**src/rtl/udiv_pkg.sv**
```systemverilog
// ---------------------------------------------------------------------------
// udiv_pkg
// Shared types and constants for the unsigned divider: field widths,
// sequencer states and the control bundle that drives the cell row.
// ---------------------------------------------------------------------------
package udiv_pkg;

    localparam int FIELD_WIDTH        = 64;
    localparam int DATA_WIDTH_DEFAULT = 64;

    typedef enum logic [2:0] {
        ST_IDLE = 3'b001,
        ST_BUSY = 3'b010,
        ST_DONE = 3'b100
    } state_t;

    // control from the sequencer to the cell row and the output stage
    typedef struct packed {
        logic in_ready;
        logic load;
        logic step;
        logic finish;
    } ctrl_t;

endpackage

```
**src/rtl/udiv_if.sv**
```systemverilog
// ---------------------------------------------------------------------------
// udiv_req_if / udiv_rsp_if
// Valid/ready channels for divider requests (dividend, divisor) and
// responses (quotient, remainder, divide_by_zero).
// ---------------------------------------------------------------------------
interface udiv_req_if;
    import udiv_pkg::*;

    logic                   valid;
    logic                   ready;
    logic [FIELD_WIDTH-1:0] dividend;
    logic [FIELD_WIDTH-1:0] divisor;

    modport source (output valid, output dividend, output divisor, input ready);
    modport sink   (input valid, input dividend, input divisor, output ready);
endinterface

interface udiv_rsp_if;
    import udiv_pkg::*;

    logic                   valid;
    logic                   ready;
    logic [FIELD_WIDTH-1:0] quotient;
    logic [FIELD_WIDTH-1:0] remainder;
    logic                   divide_by_zero;

    modport source (output valid, output quotient, output remainder,
                    output divide_by_zero, input ready);
    modport sink   (input valid, input quotient, input remainder,
                    input divide_by_zero, output ready);
endinterface

```
**src/rtl/udiv64_quotient_remainder.sv**
```systemverilog
// ---------------------------------------------------------------------------
// udiv64_quotient_remainder
// Unsigned DATA_WIDTH by DATA_WIDTH divider built from a row of bit cells.
// ---------------------------------------------------------------------------
// Usage:
//   req channel (sink): dividend and divisor; only the low DATA_WIDTH bits
//   are used. rsp channel (source): quotient, remainder and divide_by_zero,
//   zero-extended to 64 bits.
//   One transaction is in flight at a time. After acceptance the cell row
//   runs DATA_WIDTH restoring steps, one quotient bit per cycle. The
//   sequencer then waits until the output register is free and loads the
//   result into it; rsp.valid rises as it is loaded and req.ready returns
//   with it, so a new request is taken only once the previous result has
//   left the cells. A zero divisor yields an all-ones quotient, the
//   dividend as remainder and divide_by_zero set, through the same steps.
//   While the receiver stalls, the result waits in the output register and
//   the next request is still taken; if that one finishes before the
//   register drains, the cells hold it until the register is taken.
//   Reset clears the sequencer and the output valid; no clearing pass.
// ---------------------------------------------------------------------------
module udiv64_quotient_remainder #(
    parameter int DATA_WIDTH = udiv_pkg::DATA_WIDTH_DEFAULT
) (
    input  logic       clk,
    input  logic       rst_n,
    udiv_req_if.sink   req,
    udiv_rsp_if.source rsp
);
    import udiv_pkg::*;

    ctrl_t                  ctrl;
    logic                   out_free;
    logic                   sub;
    logic [DATA_WIDTH-1:0]  r_bits;
    logic [DATA_WIDTH-1:0]  nq_bits;
    logic [DATA_WIDTH-1:0]  borrow;
    logic [DATA_WIDTH-1:0]  n_in;
    logic [DATA_WIDTH-1:0]  d_in;

    logic                   valid_reg, valid_next;
    logic [DATA_WIDTH-1:0]  q_reg;
    logic [DATA_WIDTH-1:0]  rem_reg;
    logic                   dz_reg;
    logic                   dz_work_reg;

    assign n_in     = req.dividend[DATA_WIDTH-1:0];
    assign d_in     = req.divisor[DATA_WIDTH-1:0];
    assign out_free = !valid_reg || rsp.ready;

    udiv_ctrl #(
        .DATA_WIDTH (DATA_WIDTH)
    ) u_ctrl (
        .clk      (clk),
        .rst_n    (rst_n),
        .in_valid (req.valid),
        .out_free (out_free),
        .ctrl     (ctrl)
    );

    assign req.ready = ctrl.in_ready;

    // subtract when the shifted-out bit was set or no borrow left the top
    assign sub = r_bits[DATA_WIDTH-1] | ~borrow[DATA_WIDTH-1];

    for (genvar i = 0; i < DATA_WIDTH; i++)
    begin : g_cell
        logic r_src, nq_src, b_src;
        if (i == 0)
        begin : g_low
            assign r_src  = nq_bits[DATA_WIDTH-1];
            assign nq_src = sub;
            assign b_src  = 1'b0;
        end
        else
        begin : g_mid
            assign r_src  = r_bits[i-1];
            assign nq_src = nq_bits[i-1];
            assign b_src  = borrow[i-1];
        end

        udiv_cell u_cell (
            .clk        (clk),
            .ctrl       (ctrl),
            .sub        (sub),
            .n_load     (n_in[i]),
            .d_load     (d_in[i]),
            .r_in       (r_src),
            .nq_in      (nq_src),
            .borrow_in  (b_src),
            .r_out      (r_bits[i]),
            .nq_out     (nq_bits[i]),
            .borrow_out (borrow[i])
        );
    end

    // output register
    always_comb
    begin
        valid_next = valid_reg;
        priority if (ctrl.finish)
        begin
            valid_next = 1'b1;
        end
        else if (rsp.ready)
        begin
            valid_next = 1'b0;
        end
    end

    always_ff @(posedge clk or negedge rst_n)
    begin
        if (!rst_n)
        begin
            valid_reg <= 1'b0;
        end
        else
        begin
            valid_reg <= valid_next;
        end
    end

    always_ff @(posedge clk)
    begin
        if (ctrl.load)
        begin
            dz_work_reg <= (d_in == '0);
        end
        if (ctrl.finish)
        begin
            q_reg   <= nq_bits;
            rem_reg <= r_bits;
            dz_reg  <= dz_work_reg;
        end
    end

    assign rsp.valid          = valid_reg;
    assign rsp.quotient       = FIELD_WIDTH'(q_reg);
    assign rsp.remainder      = FIELD_WIDTH'(rem_reg);
    assign rsp.divide_by_zero = dz_reg;

endmodule

```
**src/rtl/udiv_cell.sv**
```systemverilog
// ---------------------------------------------------------------------------
// udiv_cell
// One bit slice of the divider: a remainder bit, a divisor bit and a
// dividend/quotient bit, with its stage of the subtract borrow chain.
// ---------------------------------------------------------------------------
module udiv_cell (
    input  logic            clk,
    input  udiv_pkg::ctrl_t ctrl,
    input  logic            sub,
    input  logic            n_load,
    input  logic            d_load,
    input  logic            r_in,
    input  logic            nq_in,
    input  logic            borrow_in,
    output logic            r_out,
    output logic            nq_out,
    output logic            borrow_out
);
    import udiv_pkg::*;

    logic r_reg, r_next;
    logic d_reg, d_next;
    logic nq_reg, nq_next;
    logic diff;

    // shifted remainder bit minus divisor bit
    assign diff       = r_in ^ d_reg ^ borrow_in;
    assign borrow_out = (~r_in & d_reg) | (~(r_in ^ d_reg) & borrow_in);

    always_comb
    begin
        r_next  = r_reg;
        d_next  = d_reg;
        nq_next = nq_reg;
        priority if (ctrl.load)
        begin
            r_next  = 1'b0;
            d_next  = d_load;
            nq_next = n_load;
        end
        else if (ctrl.step)
        begin
            r_next  = sub ? diff : r_in;
            nq_next = nq_in;
        end
    end

    always_ff @(posedge clk)
    begin
        r_reg  <= r_next;
        d_reg  <= d_next;
        nq_reg <= nq_next;
    end

    assign r_out  = r_reg;
    assign nq_out = nq_reg;

endmodule

```
**src/rtl/udiv_ctrl.sv**
```systemverilog
// ---------------------------------------------------------------------------
// udiv_ctrl
// Sequencer: takes a transaction, runs one step per cycle over the
// operand width, then hands the result to the output register once it is free.
// ---------------------------------------------------------------------------
module udiv_ctrl #(
    parameter int DATA_WIDTH = udiv_pkg::DATA_WIDTH_DEFAULT
) (
    input  logic            clk,
    input  logic            rst_n,
    input  logic            in_valid,
    input  logic            out_free,
    output udiv_pkg::ctrl_t ctrl
);
    import udiv_pkg::*;

    localparam int CNT_W = $clog2(DATA_WIDTH);

    state_t             state_reg, state_next;
    logic [CNT_W-1:0]   cnt_reg, cnt_next;

    always_comb
    begin
        ctrl          = '0;
        state_next    = state_reg;
        cnt_next      = cnt_reg;
        unique case (state_reg)
            ST_IDLE:
            begin
                ctrl.in_ready = 1'b1;
                if (in_valid)
                begin
                    ctrl.load  = 1'b1;
                    cnt_next   = CNT_W'(DATA_WIDTH - 1);
                    state_next = ST_BUSY;
                end
            end
            ST_BUSY:
            begin
                ctrl.step = 1'b1;
                cnt_next  = cnt_reg - 1'b1;
                if (cnt_reg == '0)
                begin
                    state_next = ST_DONE;
                end
            end
            ST_DONE:
            begin
                // cells hold the result until the output register frees up
                if (out_free)
                begin
                    ctrl.finish = 1'b1;
                    state_next  = ST_IDLE;
                end
            end
            default:
            begin
                state_next = ST_IDLE;
            end
        endcase
    end

    always_ff @(posedge clk or negedge rst_n)
    begin
        if (!rst_n)
        begin
            state_reg <= ST_IDLE;
            cnt_reg   <= '0;
        end
        else
        begin
            state_reg <= state_next;
            cnt_reg   <= cnt_next;
        end
    end

endmodule

```
**src/flat_wrapper.sv**
```systemverilog
// flat-port wrapper written by rule: the top's interface ports become plain ports
module udiv64_quotient_remainder_flat import udiv_pkg::*;
#(
    parameter int DATA_WIDTH = udiv_pkg::DATA_WIDTH_DEFAULT
)
  (clk, rst_n, req_valid, req_dividend, req_divisor, req_ready, rsp_valid, rsp_quotient, rsp_remainder, rsp_divide_by_zero, rsp_ready);
  udiv_req_if req_i ();
  udiv_rsp_if rsp_i ();
  input  logic clk;
  input  logic rst_n;
  input wire logic [$bits(req_i.valid)-1:0] req_valid;
  input wire logic [$bits(req_i.dividend)-1:0] req_dividend;
  input wire logic [$bits(req_i.divisor)-1:0] req_divisor;
  output wire logic [$bits(req_i.ready)-1:0] req_ready;
  output wire logic [$bits(rsp_i.valid)-1:0] rsp_valid;
  output wire logic [$bits(rsp_i.quotient)-1:0] rsp_quotient;
  output wire logic [$bits(rsp_i.remainder)-1:0] rsp_remainder;
  output wire logic [$bits(rsp_i.divide_by_zero)-1:0] rsp_divide_by_zero;
  input wire logic [$bits(rsp_i.ready)-1:0] rsp_ready;
  assign req_i.valid = req_valid;
  assign req_i.dividend = req_dividend;
  assign req_i.divisor = req_divisor;
  assign req_ready = req_i.ready;
  assign rsp_valid = rsp_i.valid;
  assign rsp_quotient = rsp_i.quotient;
  assign rsp_remainder = rsp_i.remainder;
  assign rsp_divide_by_zero = rsp_i.divide_by_zero;
  assign rsp_i.ready = rsp_ready;
  udiv64_quotient_remainder #(.DATA_WIDTH(DATA_WIDTH)) u_core (.clk(clk), .rst_n(rst_n), .req(req_i), .rsp(rsp_i));
endmodule
```
**config.mk**
```make
export PLATFORM = sky130hd
export DESIGN_NAME = udiv64_quotient_remainder_flat
export DESIGN_NICKNAME = d
export VERILOG_FILES = /design/src/rtl/udiv_pkg.sv /design/src/rtl/udiv_if.sv /design/src/rtl/udiv64_quotient_remainder.sv /design/src/rtl/udiv_cell.sv /design/src/rtl/udiv_ctrl.sv /design/src/flat_wrapper.sv
export SDC_FILE = /design/constraint.sdc
export NUM_CORES = 1
export LEC_CHECK = 0
export BUFFER_PORTS_ARGS = -buffer_cell sky130_fd_sc_hd__buf_4
export CELL_PAD_IN_SITES_DETAIL_PLACEMENT = 0
export CELL_PAD_IN_SITES_GLOBAL_PLACEMENT = 1
export CORE_MARGIN = 4
export CORE_UTILIZATION = 40
export CTS_CLUSTER_SIZE = 12
export DETAILED_ROUTE_END_ITERATION = 10
export GPL_ROUTABILITY_DRIVEN = 0
export PLACE_DENSITY = 0.7
export SKIP_CTS_REPAIR_TIMING = 1
export SLEW_MARGIN = 20
export SYNTH_ARGS = -nofsm -noshare
export SYNTH_HDL_FRONTEND = slang
export SYNTH_SLANG_ARGS = --single-unit
```
**constraint.sdc**
```tcl
create_clock -name clk -period 71.9 [get_ports clk]
set_clock_uncertainty 0.2 [all_clocks]
set_input_delay 7.19 -clock clk [delete_from_list [all_inputs] [get_ports clk]]
set_output_delay 7.19 -clock clk [all_outputs]
set_load 0.05 [all_outputs]
```
==> results of run 1 <==
-- worst paths after layout --
kind / end / from / cells past startpoint / slack, ns
min in group asynchronous: u_core.u_ctrl.cnt_reg[4] / rst_n / 1 / 6.31
max reg2reg: u_core.g_cell[39].u_cell.r_out / u_core.g_cell[0].u_cell.d_reg / 69 / 43.77
min reg2reg: u_core.rsp.remainder[18] / u_core.g_cell[18].u_cell.r_out / 0 / 0.22
min: u_core.rsp.remainder[18] / u_core.g_cell[18].u_cell.r_out / 0 / 0.22
max in group asynchronous: u_core.u_ctrl.state_reg[0] / rst_n / 1 / 64.96
max: u_core.g_cell[39].u_cell.r_out / u_core.g_cell[0].u_cell.d_reg / 69 / 43.77
-- synth_stat cells (3+ instances only) --
cell type	instances	area share (%)
nand4_1	4	0.19
mux2i_1	3	0.22
mux2_2	124	10
inv_1	70	1.9
fa_1	63	9.4
o22ai_1	42	1.9
a21oi_1	6	0.22
nor4_1	18	0.84
ha_1	3	0.28
edfxtp_1	258	57
dfxtp_1	64	9.5
o22ai_2	21	1.9
nor2_1	5	0.14
dfrtp_1	9	1.7
buf_6	19	1.6
buf_2	7	0.26
-- where the power goes --
part | total, W | internal, W | switching, W
combinational | 0.0000820 | 0.0000344 | 0.0000476
sequential | 0.000268 | 0.000253 | 0.0000153
clock | 0.000185 | 0.000111 | 0.0000732
total | 0.000535 | 0.000399 | 0.000136
-- cell type report --
class / instances / area [um^2] / share of cell area, %
antenna: 3 / 7.507 / 0.04416
multi-input combinational: 315 / 3682 / 21.66
clock inverter: 11 / 113.9 / 0.6698
clock buffer: 55 / 1085 / 6.381
tap: 442 / 553.0 / 3.253
sequential: 332 / 9280 / 54.59
timing repair buffer: 267 / 2004 / 11.79
inverter: 71 / 274.0 / 1.612
-- kinds of logic after synthesis --
family | synth area share, %
mux | 10.66
buf+inv | 4.074
flops | 68.84
simple gates | 2.051
fa+ha+maj | 9.633
compound gates | 4.742
-- placed cells by master, fill, tap and decap left out, types with 10 or more instances in the layout --
cell / count
o22ai_2: 21
dfxtp_1: 64
edfxtp_1: 258
mux2_2: 124
inv_1: 70
buf_4: 267
fa_1: 63
clkbuf_16: 38
o22ai_1: 42
clkbuf_1: 10
nor4_1: 18
-- worst register-to-register path, delay by kind of cell, from the launching register on --
family | cells | cell delay [ns]
AO/OA/AOI/OAI | 1 | 0.13
adder cells (fa/ha/maj) | 64 | 26.09
buffers and inverters | 2 | 0.11
flip-flops | 1 | 0.37
multiplexers | 1 | 0.46
AND/OR/NAND/NOR | 1 | 0.70
-- per-layer routing --
metal / global-route usage (%) / up-vias / share of wire (%)
met3: 2.908 / 46 / 5.4
li1: - / 3356 / -
met2: 26.64 / 182 / 51
met1: 20.36 / 3655 / 41
met4: 5.000 / 0 / 2.1
met5: 0 / - / 0
-- metrics by stage --
step | hold WS (ns) | setup WS (ns) | util (%) | instances
finish | 0.2175 | 43.77 | 51.72 | 1496
global placement | 0.2117 | 43.89 | 48.05 | 1427
detailed placement | 0.2133 | 43.74 | 48.05 | 1427
floorplan | 0.2003 | 45.01 | - | 747
CTS | 0.2197 | 43.64 | 51.70 | 1493
global route | 0.2410 | 42.77 | 51.72 | 1495
==> results.sh, run 1 <==
export IMPL_status="finished clean"
export IMPL_root_buffer="clkbuf_16"
export IMPL_hold_class="reg2reg"
export IMPL_relSlewSlack_pct=28.52
export IMPL_num_io_pins=263
export IMPL_finalCritPeriodShare_pct=39.12
export IMPL_peakVddDrop_mv=0.02107
export IMPL_synth_flop_cell="edfxtp_1"
export IMPL_drv_cap=0
export IMPL_fin_total_pwr_w=0.0005348
export IMPL_fin_crit_ns=28.13
export IMPL_rows=66
export IMPL_critical_path_class="reg2reg"
export IMPL_ys_seq_elements=332
export IMPL_hpwl_um=19960
export IMPL_syn_instance_count=747
export IMPL_critPathMostFrequentCell="fa_1"
export IMPL_path_delay_family="adder cells"
export IMPL_yosys_warnings=0
export IMPL_route_antenna_remaining_nets=0
export IMPL_netlist_area_um2=13480
export IMPL_synth_edf_count=258
export IMPL_grt_max_degree=127
export IMPL_postPlaceCellArea_um2=15790
export IMPL_cts_inserted_buffers=37
export IMPL_insertion_delay_ns=0.51
export IMPL_detail_route_wl_per_cell_um=19.78
export IMPL_start_util_pct=41.02
export IMPL_coreArea_um2=32870
export IMPL_first_pass_iters=4
export IMPL_area_growth_pct=26.10
export IMPL_synth_nets=945
export IMPL_worstPathArrival_ns=28.35
export IMPL_overflow=0
export IMPL_worst_ep_required_time_ns=72.12
export IMPL_rsz0062_at_grt="false"
export IMPL_hold_viol=0
export IMPL_ys_seq_area_share_pct=68.84
export IMPL_drc=0
export IMPL_endpoint_kind="flip-flop"
export IMPL_critical_path_buf_inv_count=2
export IMPL_wl_um=29590
export IMPL_cp_start_kind="flip-flop"
export IMPL_cts_buffer_depth=3
export IMPL_io_buffers=262
export IMPL_grt_pass1_wl_um=43700
export IMPL_die_h_um=191.6
export IMPL_h_tree_depth=2
export IMPL_drive_above_1_share_pct=44.81
export IMPL_synth_async_sr_flop_share_pct=3.012
export IMPL_postSynthAreaPerCell_um2=18.05
export IMPL_cpMaxStageDelayCell="nand2b_4"
export IMPL_drt_iter0_markers=416
export IMPL_yosysUniqueCellTypes=42
export IMPL_antenna_found_initial=3
export IMPL_path_clk_slew_ns=0.06
export IMPL_grt_total_usage_pct=15.63
export IMPL_max_stage_delay_ns=0.70
export IMPL_layout_nets=1222
export IMPL_cts_sinks=332
export IMPL_n_fill_cell=2785
export IMPL_p_leak_nw=5.794
export IMPL_setup_tns_ns=0
export IMPL_cts_tree="built"
export IMPL_setup_viol=0
export IMPL_worstMarginPinSlew_ns=1.072
export IMPL_powerDensity_nw_per_um2=31.46
export IMPL_die_w_um=191.6
export IMPL_fmax_mhz=35.55
export IMPL_crit_fanout=65
export IMPL_design_area_um2=17000
export IMPL_via_count=7239
export IMPL_vias_per_cell=4.839
export IMPL_grt_pass1_vias=7533
export IMPL_fp_dieArea_um2=36700
export IMPL_drv_slew=0
No activity file was read; power rests on OpenSTA's default activity.
==> run 2: changes to the inputs <==
==> constraint.sdc (replaced) <==
create_clock -name clk -period 26.8 [get_ports clk]
set_clock_uncertainty 0.2 [all_clocks]
set_input_delay 2.68 -clock clk [delete_from_list [all_inputs] [get_ports clk]]
set_output_delay 2.68 -clock clk [all_outputs]
set_load 0.05 [all_outputs]
==> run 2 against run 1 <==
Effect of this change: critical path depth up 2; global-route usage decreased by 0.15 points; register-to-register slack lost 43 ns; clock power increased to 2.6 times the previous value; design area is 1.8% higher; sequential share of layout area fell by 0.94 points; first-iteration DRC count is 27% lower; clock-buffer cell count stayed put; wire length rose by 1.2%; die area did not move; largest cell class unchanged; highest routed layer is now met5; sequential power increased to 2.7 times the previous value; total power grew to 2.7 times the previous value.
==> results.sh, run 2 (synthesized netlist as in run 1, its figures left out) <==
export IMPL_cts_tree="built"
export IMPL_die_h_um=191.6
export IMPL_layout_nets=1237
export IMPL_pre_cts_ws_ns=-0.8907
export IMPL_final_common_cell="buf_4"
export IMPL_path_clk_slew_ns=0.06
export IMPL_place_inst=1433
export IMPL_die_w_um=191.6
export IMPL_rows=66
export IMPL_drv_cap=0
export IMPL_grt_pass1_vias=7478
export IMPL_endpoint_kind="flip-flop"
export IMPL_wl_um=29950
export IMPL_use_met3_pct=3.308
export IMPL_grt_pass1_wl_um=43710
export IMPL_cts_buffer_depth=3
export IMPL_hpwl_um=20020
export IMPL_cts_inserted_buffers=37
export IMPL_hold_class="reg2reg"
export IMPL_crit_fanout=8
export IMPL_grt_max_degree=127
export IMPL_drv_slew=0
export IMPL_root_buffer="clkbuf_16"
export IMPL_fp_dieArea_um2=36700
export IMPL_via_count=7283
export IMPL_setup_viol=0
export IMPL_io_buffers=262
export IMPL_route_antenna_remaining_nets=0
export IMPL_p_leak_nw=5.896
export IMPL_p_int_w=0.001063
export IMPL_cp_start_kind="flip-flop"
export IMPL_cpMaxStageDelayCell="fa_1"
export IMPL_drc=0
export IMPL_num_io_pins=263
export IMPL_critical_path_class="reg2reg"
export IMPL_worst_ep_required_time_ns=27.01
export IMPL_h_tree_depth=2
export IMPL_start_util_pct=41.02
export IMPL_p_clk_share_pct=33.5
export IMPL_hold_viol=0
export IMPL_fin_ws_ns=0.7347
export IMPL_insertion_delay_ns=0.51
export IMPL_critPathMostFrequentCell="fa_2"
export IMPL_relSlewSlack_pct=26.61
export IMPL_swShare_pct=25.36
export IMPL_antenna_found_initial=2
export IMPL_setup_tns_ns=0
export IMPL_worstMarginPinSlew_ns=1.101
export IMPL_vias_per_cell=4.823
export IMPL_n_fill_cell=2736
export IMPL_grt_use_met2_pct=26.11
export IMPL_first_pass_iters=6
export IMPL_comb_power_share_pct=15.9
export IMPL_final_cell_count_no_fill=1510
export IMPL_coreArea_um2=32870
export IMPL_p_seq_share_pct=50.5
export IMPL_overflow=0
export IMPL_met1_usage_pct=20.16
export IMPL_drt_iter0_markers=303
export IMPL_worstPathArrival_ns=26.28
export IMPL_detail_route_wl_per_cell_um=19.83
export IMPL_fin_crit_ns=26.07
export IMPL_peakVddDrop_mv=0.05108
export IMPL_fmax_mhz=38.37
export IMPL_max_stage_delay_ns=0.45
export IMPL_p_switching_w=0.0003612
export IMPL_grt_busiest_layer="met2"
export IMPL_powerDensity_nw_per_um2=82.33
export IMPL_finalCritPeriodShare_pct=97.26
export IMPL_cts_sinks=332
export IMPL_area_growth_pct=28.32
export IMPL_grt_total_usage_pct=15.48
export IMPL_layout_common_cells="271 x buf_4, 258 x edfxtp_1, 124 x mux2_2, 70 x inv_1, 64 x dfxtp_1"
export IMPL_status="finished clean"
export IMPL_drive_above_1_share_pct=48.50
[run 2: cell types whose count changed in the layout (fill, tap and decap cells not counted), sizes merged]
| cell | delta |
|---|---|
| buf | +8 |
| clkbuf | +6 |
| clkinv | +1 |
| clkinvlp | -1 |
| diode | -1 |
| nand2b | +1 |
[run 2: final timing paths]
kind,startpoint,endpoint,slack [ns],cells after the start
max,u_core.g_cell[63].u_cell.nq_out,u_core.g_cell[22].u_cell.r_out,0.73,71
min,u_core.dz_work_reg,u_core.rsp.divide_by_zero,0.21,0
max reg2reg,u_core.g_cell[63].u_cell.nq_out,u_core.g_cell[22].u_cell.r_out,0.73,71
min reg2reg,u_core.dz_work_reg,u_core.rsp.divide_by_zero,0.21,0
max in group asynchronous,rst_n,u_core.u_ctrl.state_reg[0],24.37,1
min in group asynchronous,rst_n,u_core.u_ctrl.cnt_reg[3],1.80,1
[run 2: cell type report]
type / count / area [um^2] / area share, %
clock buffers: 55 / 1035 / 5.981
well taps: 442 / 553.0 / 3.197
diodes: 2 / 5.005 / 0.02893
multi-input cells: 316 / 3784 / 21.87
flip-flops and latches: 332 / 9280 / 53.65
clock inverters: 11 / 112.6 / 0.6509
inverters: 71 / 274.0 / 1.584
repair buffers: 281 / 2256 / 13.04
[run 2: power by group through the flow]
stage,combinational [W],sequential (W),clock [W]
final,0.000227,0.000720,0.000478
after global routing,0.000251,0.000730,0.000514
after CTS,0.000226,0.000720,0.000490
after detailed placement,0.000224,0.000730,0
after global placement,0.000224,0.000727,0
after floorplan,0.000179,0.000713,0
[run 2: through the flow]
| step | utilization, % | total power [W] | hold WS [ns] | instance area (um^2) |
|---|---|---|---|---|
| finish | 52.63 | 0.001424 | 0.2147 | 17300 |
| global route | 52.63 | 0.001494 | 0.2199 | 17300 |
| CTS | 51.80 | 0.001436 | 0.2193 | 17020 |
| detailed placement | 48.31 | 0.0009541 | 0.2045 | 15880 |
| global placement | 48.31 | 0.0009511 | 0.2100 | 15880 |
| floorplan | - | 0.0008917 | 0.2003 | 13490 |
[run 2: layer usage]
metal | vias up | wire [um]
met3 | 45 | 1861
met2 | 199 | 14990
met4 | 2 | 766
met1 | 3645 | 12320
li1 | 3392 | -
met5 | - | 14
[run 2: critical path: cells and delay by family, from the launching register on]
kind | cells | cell delay (ns)
and+or+nand+nor | 1 | 0.22
DFF | 1 | 0.35
adders and majority gates | 64 | 24.30
muxes | 1 | 0.33
buffers and inverters | 4 | 0.37
AOI/OAI and AO/OA | 1 | 0.12
==> run 3: changes to the inputs <==
--- a/config.mk
+++ b/config.mk
@@ -5,15 +5,17 @@
 export SDC_FILE = /design/constraint.sdc
 export NUM_CORES = 1
 export LEC_CHECK = 0
+export ABC_AREA = 1
 export BUFFER_PORTS_ARGS = -buffer_cell sky130_fd_sc_hd__buf_4
 export CELL_PAD_IN_SITES_DETAIL_PLACEMENT = 0
 export CELL_PAD_IN_SITES_GLOBAL_PLACEMENT = 1
-export CORE_MARGIN = 4
+export CORE_MARGIN = 3
 export CORE_UTILIZATION = 40
+export CTS_CLUSTER_DIAMETER = 120
 export CTS_CLUSTER_SIZE = 12
 export DETAILED_ROUTE_END_ITERATION = 10
 export GPL_ROUTABILITY_DRIVEN = 0
-export PLACE_DENSITY = 0.7
+export PLACE_DENSITY = 0.73
 export SKIP_CTS_REPAIR_TIMING = 1
 export SLEW_MARGIN = 20
 export SYNTH_ARGS = -nofsm -noshare
==> run 3 against run 2 <==
Effect of this change: fmax rose by 0.26%; design area fell by 2.6%; wire length rose by 2.4%; critical path depth rose by 1; sequential cell count did not move; via count rose by 14%; critical endpoint unchanged; largest power group unchanged.
==> results.sh, run 3 <==
export IMPL_insertion_delay_ns=0.55
export IMPL_drive_above_1_share_pct=27.57
export IMPL_design_area_um2=16850
export IMPL_start_util_pct=40.78
export IMPL_yosysTopAreaCell="edfxtp_1"
export IMPL_holdWs_ns=0.2261
export IMPL_io_buffers=262
export IMPL_hold_class="reg2reg"
export IMPL_postPlaceCellArea_um2=15750
export IMPL_yosys_warnings=0
export IMPL_r2r_start="u_core.g_cell[63].u_cell.nq_out"
export IMPL_first_pass_iters=5
export IMPL_h_tree_depth=1
export IMPL_crit_fanout=29
export IMPL_ys_seq_elements=332
export IMPL_path_clk_slew_ns=0.06
export IMPL_crit_start="u_core.g_cell[63].u_cell.nq_out"
export IMPL_fin_util_pct=51.67
export IMPL_r2r_end="u_core.g_cell[22].u_cell.r_out"
export IMPL_grt_pass1_wl_um=45650
export IMPL_cts_sinks=332
export IMPL_netlist_area_um2=13300
export IMPL_finalCritPeriodShare_pct=97.01
export IMPL_antenna_cells=0
export IMPL_n_fill_cell=2889
export IMPL_relSlewSlack_pct=34.27
export IMPL_antenna_found_initial=0
export IMPL_cp_start_kind="flip-flop"
export IMPL_synth_area_leaders="edfxtp_1 58%, dfxtp_1 9.6%, fa_1 9.5%"
export IMPL_fmax_mhz=38.46
export IMPL_yosysUniqueCellTypes=23
export IMPL_synth_async_sr_flop_share_pct=3.012
export IMPL_setup_viol=0
export IMPL_drc=0
export IMPL_fin_total_pwr_w=0.001832
export IMPL_p_leak_nw=6.458
export IMPL_coreArea_um2=32620
export IMPL_vias_per_cell=4.747
export IMPL_cpMaxStageDelayCell="fa_1"
export IMPL_layout_common_cells="274 x buf_4, 258 x edfxtp_1, 222 x nand2_1, 98 x inv_1, 94 x o21ai_0"
export IMPL_critical_path_class="reg2reg"
export IMPL_ys_seq_area_share_pct=69.77
export IMPL_synth_most_common_cell="edfxtp_1"
export IMPL_worstMarginPinSlew_ns=0.9859
export IMPL_drv_cap=0
export IMPL_endpoint_kind="flip-flop"
export IMPL_drv_slew=0
export IMPL_hold_viol=0
export IMPL_rr_worst_depth=72
export IMPL_syn_instance_count=1022
export IMPL_max_stage_delay_ns=0.46
export IMPL_grt_pass1_vias=8099
export IMPL_detail_route_wl_per_cell_um=17.48
export IMPL_layout_nets=1493
export IMPL_synth_common_cells="258 x edfxtp_1, 223 x nand2_1, 98 x inv_1"
export IMPL_multi_input_area_um2=3516
export IMPL_overflow=0
export IMPL_num_io_pins=263
export IMPL_status="finished clean"
export IMPL_drt_iter0_markers=574
export IMPL_root_buffer="clkbuf_16"
export IMPL_rrSetupSlack_ns=0.80
export IMPL_hp_start="u_core.dz_work_reg"
export IMPL_cts_buffer_depth=3
export IMPL_synth_nets=1220
export IMPL_worstHoldPathCells=0
export IMPL_powerDensity_nw_per_um2=108.7
export IMPL_via_count=8331
export IMPL_worstPathArrival_ns=26.26
export IMPL_worst_ep_required_time_ns=27.06
export IMPL_hpwl_um=19890
export IMPL_fin_ws_ns=0.8017
export IMPL_cts_inserted_buffers=31
export IMPL_final_common_cell="buf_4"
export IMPL_area_growth_pct=26.71
export IMPL_route_antenna_remaining_nets=0
export IMPL_die_h_um=188.4
export IMPL_rows=66
export IMPL_grt_total_usage_pct=16.22
export IMPL_cts_tree="built"
export IMPL_synth_edf_count=258
export IMPL_worstHoldEndpoint="u_core.rsp.divide_by_zero"
export IMPL_synth_flop_cell="edfxtp_1"
export IMPL_seqCellArea_um2=9280
export IMPL_fp_dieArea_um2=35480
export IMPL_fin_crit_ns=26.00
export IMPL_critPathMostFrequentCell="fa_2"
export IMPL_peakVddDrop_mv=0.07197
export IMPL_postSynthAreaPerCell_um2=13.02
export IMPL_wl_um=30680
export IMPL_grt_max_degree=70
export IMPL_synth_top_cell_area_share_pct=58.24
export IMPL_die_w_um=188.4
export IMPL_pre_cts_ws_ns=-1.026
## run 3: layout make-up
type,instances,share of cell area [%]
clock buffers,50,5.026
clock inverters,1,0.1782
flip-flops and latches,332,55.06
well taps,442,3.281
repair buffers,282,13.27
multi-input cells,544,20.86
inverters,104,2.331
## run 3: worst max-delay path, delay by kind of cell, from the launching register on
family | cells | cell delay [ns]
DFF | 1 | 0.35
buffers and inverters | 5 | 0.50
AOI/OAI and AO/OA | 2 | 0.21
adders and majority gates | 64 | 24.47
and+or+nand+nor | 1 | 0.15
## run 3: report_power, final
part | switching, W | internal (W) | total (W) | leakage, nW
combinational | 0.000374 | 0.000218 | 0.000592 | 3.02
clock | 0.000178 | 0.000222 | 0.000401 | 0.419
sequential | 0.0000803 | 0.000758 | 0.000839 | 3.02
total | 0.000633 | 0.00120 | 0.00183 | 6.46
## run 3: how the worst max path moves through the flow
stage | endpoint | slack (ns) | depth (start not counted)
2_1_floorplan | u_core.g_cell[10].u_cell.r_out | 0.17 | 72
3_3_place_gp | u_core.g_cell[43].u_cell.r_out | -0.71 | 71
3_5_place_dp | u_core.g_cell[43].u_cell.r_out | -1.03 | 72
4_1_cts | u_core.g_cell[20].u_cell.r_out | -1.08 | 72
5_1_grt | u_core.g_cell[22].u_cell.r_out | -0.002 | 72
6_report | u_core.g_cell[22].u_cell.r_out | 0.80 | 72
## run 3: per-stage QoR
step / TNS [ns] / cells
3_3_place_gp: -42.92 / 1699
5_1_grt: -0.001904 / 1755
4_1_cts: -67.41 / 1750
3_5_place_dp: -63.82 / 1699
6_report: 0 / 1755
2_1_floorplan: 0 / 1022
## run 3: cells by family (layout without fill, tap and decap cells)
group | after synthesis | count (layout) | share of synthesized area [%]
flops | 332 | 332 | 69.77
simple gates | 279 | 279 | 8.296
compound gates | 199 | 199 | 7.506
buf+inv | 146 | 437 | 4.666
fa+ha+maj | 66 | 66 | 9.764
## run 3: per-layer routing
| layer | global-route usage [%] | share of wire [%] | vias to the layer above | wire (um) |
|---|---|---|---|---|
| met2 | 27.28 | 48 | 237 | 14800 |
| li1 | - | - | 3992 | - |
| met4 | 4.182 | 2.1 | 0 | 650 |
| met3 | 2.828 | 5.4 | 49 | 1659 |
| met5 | 0 | 0 | - | 0 |
| met1 | 22.05 | 44 | 4053 | 13570 |
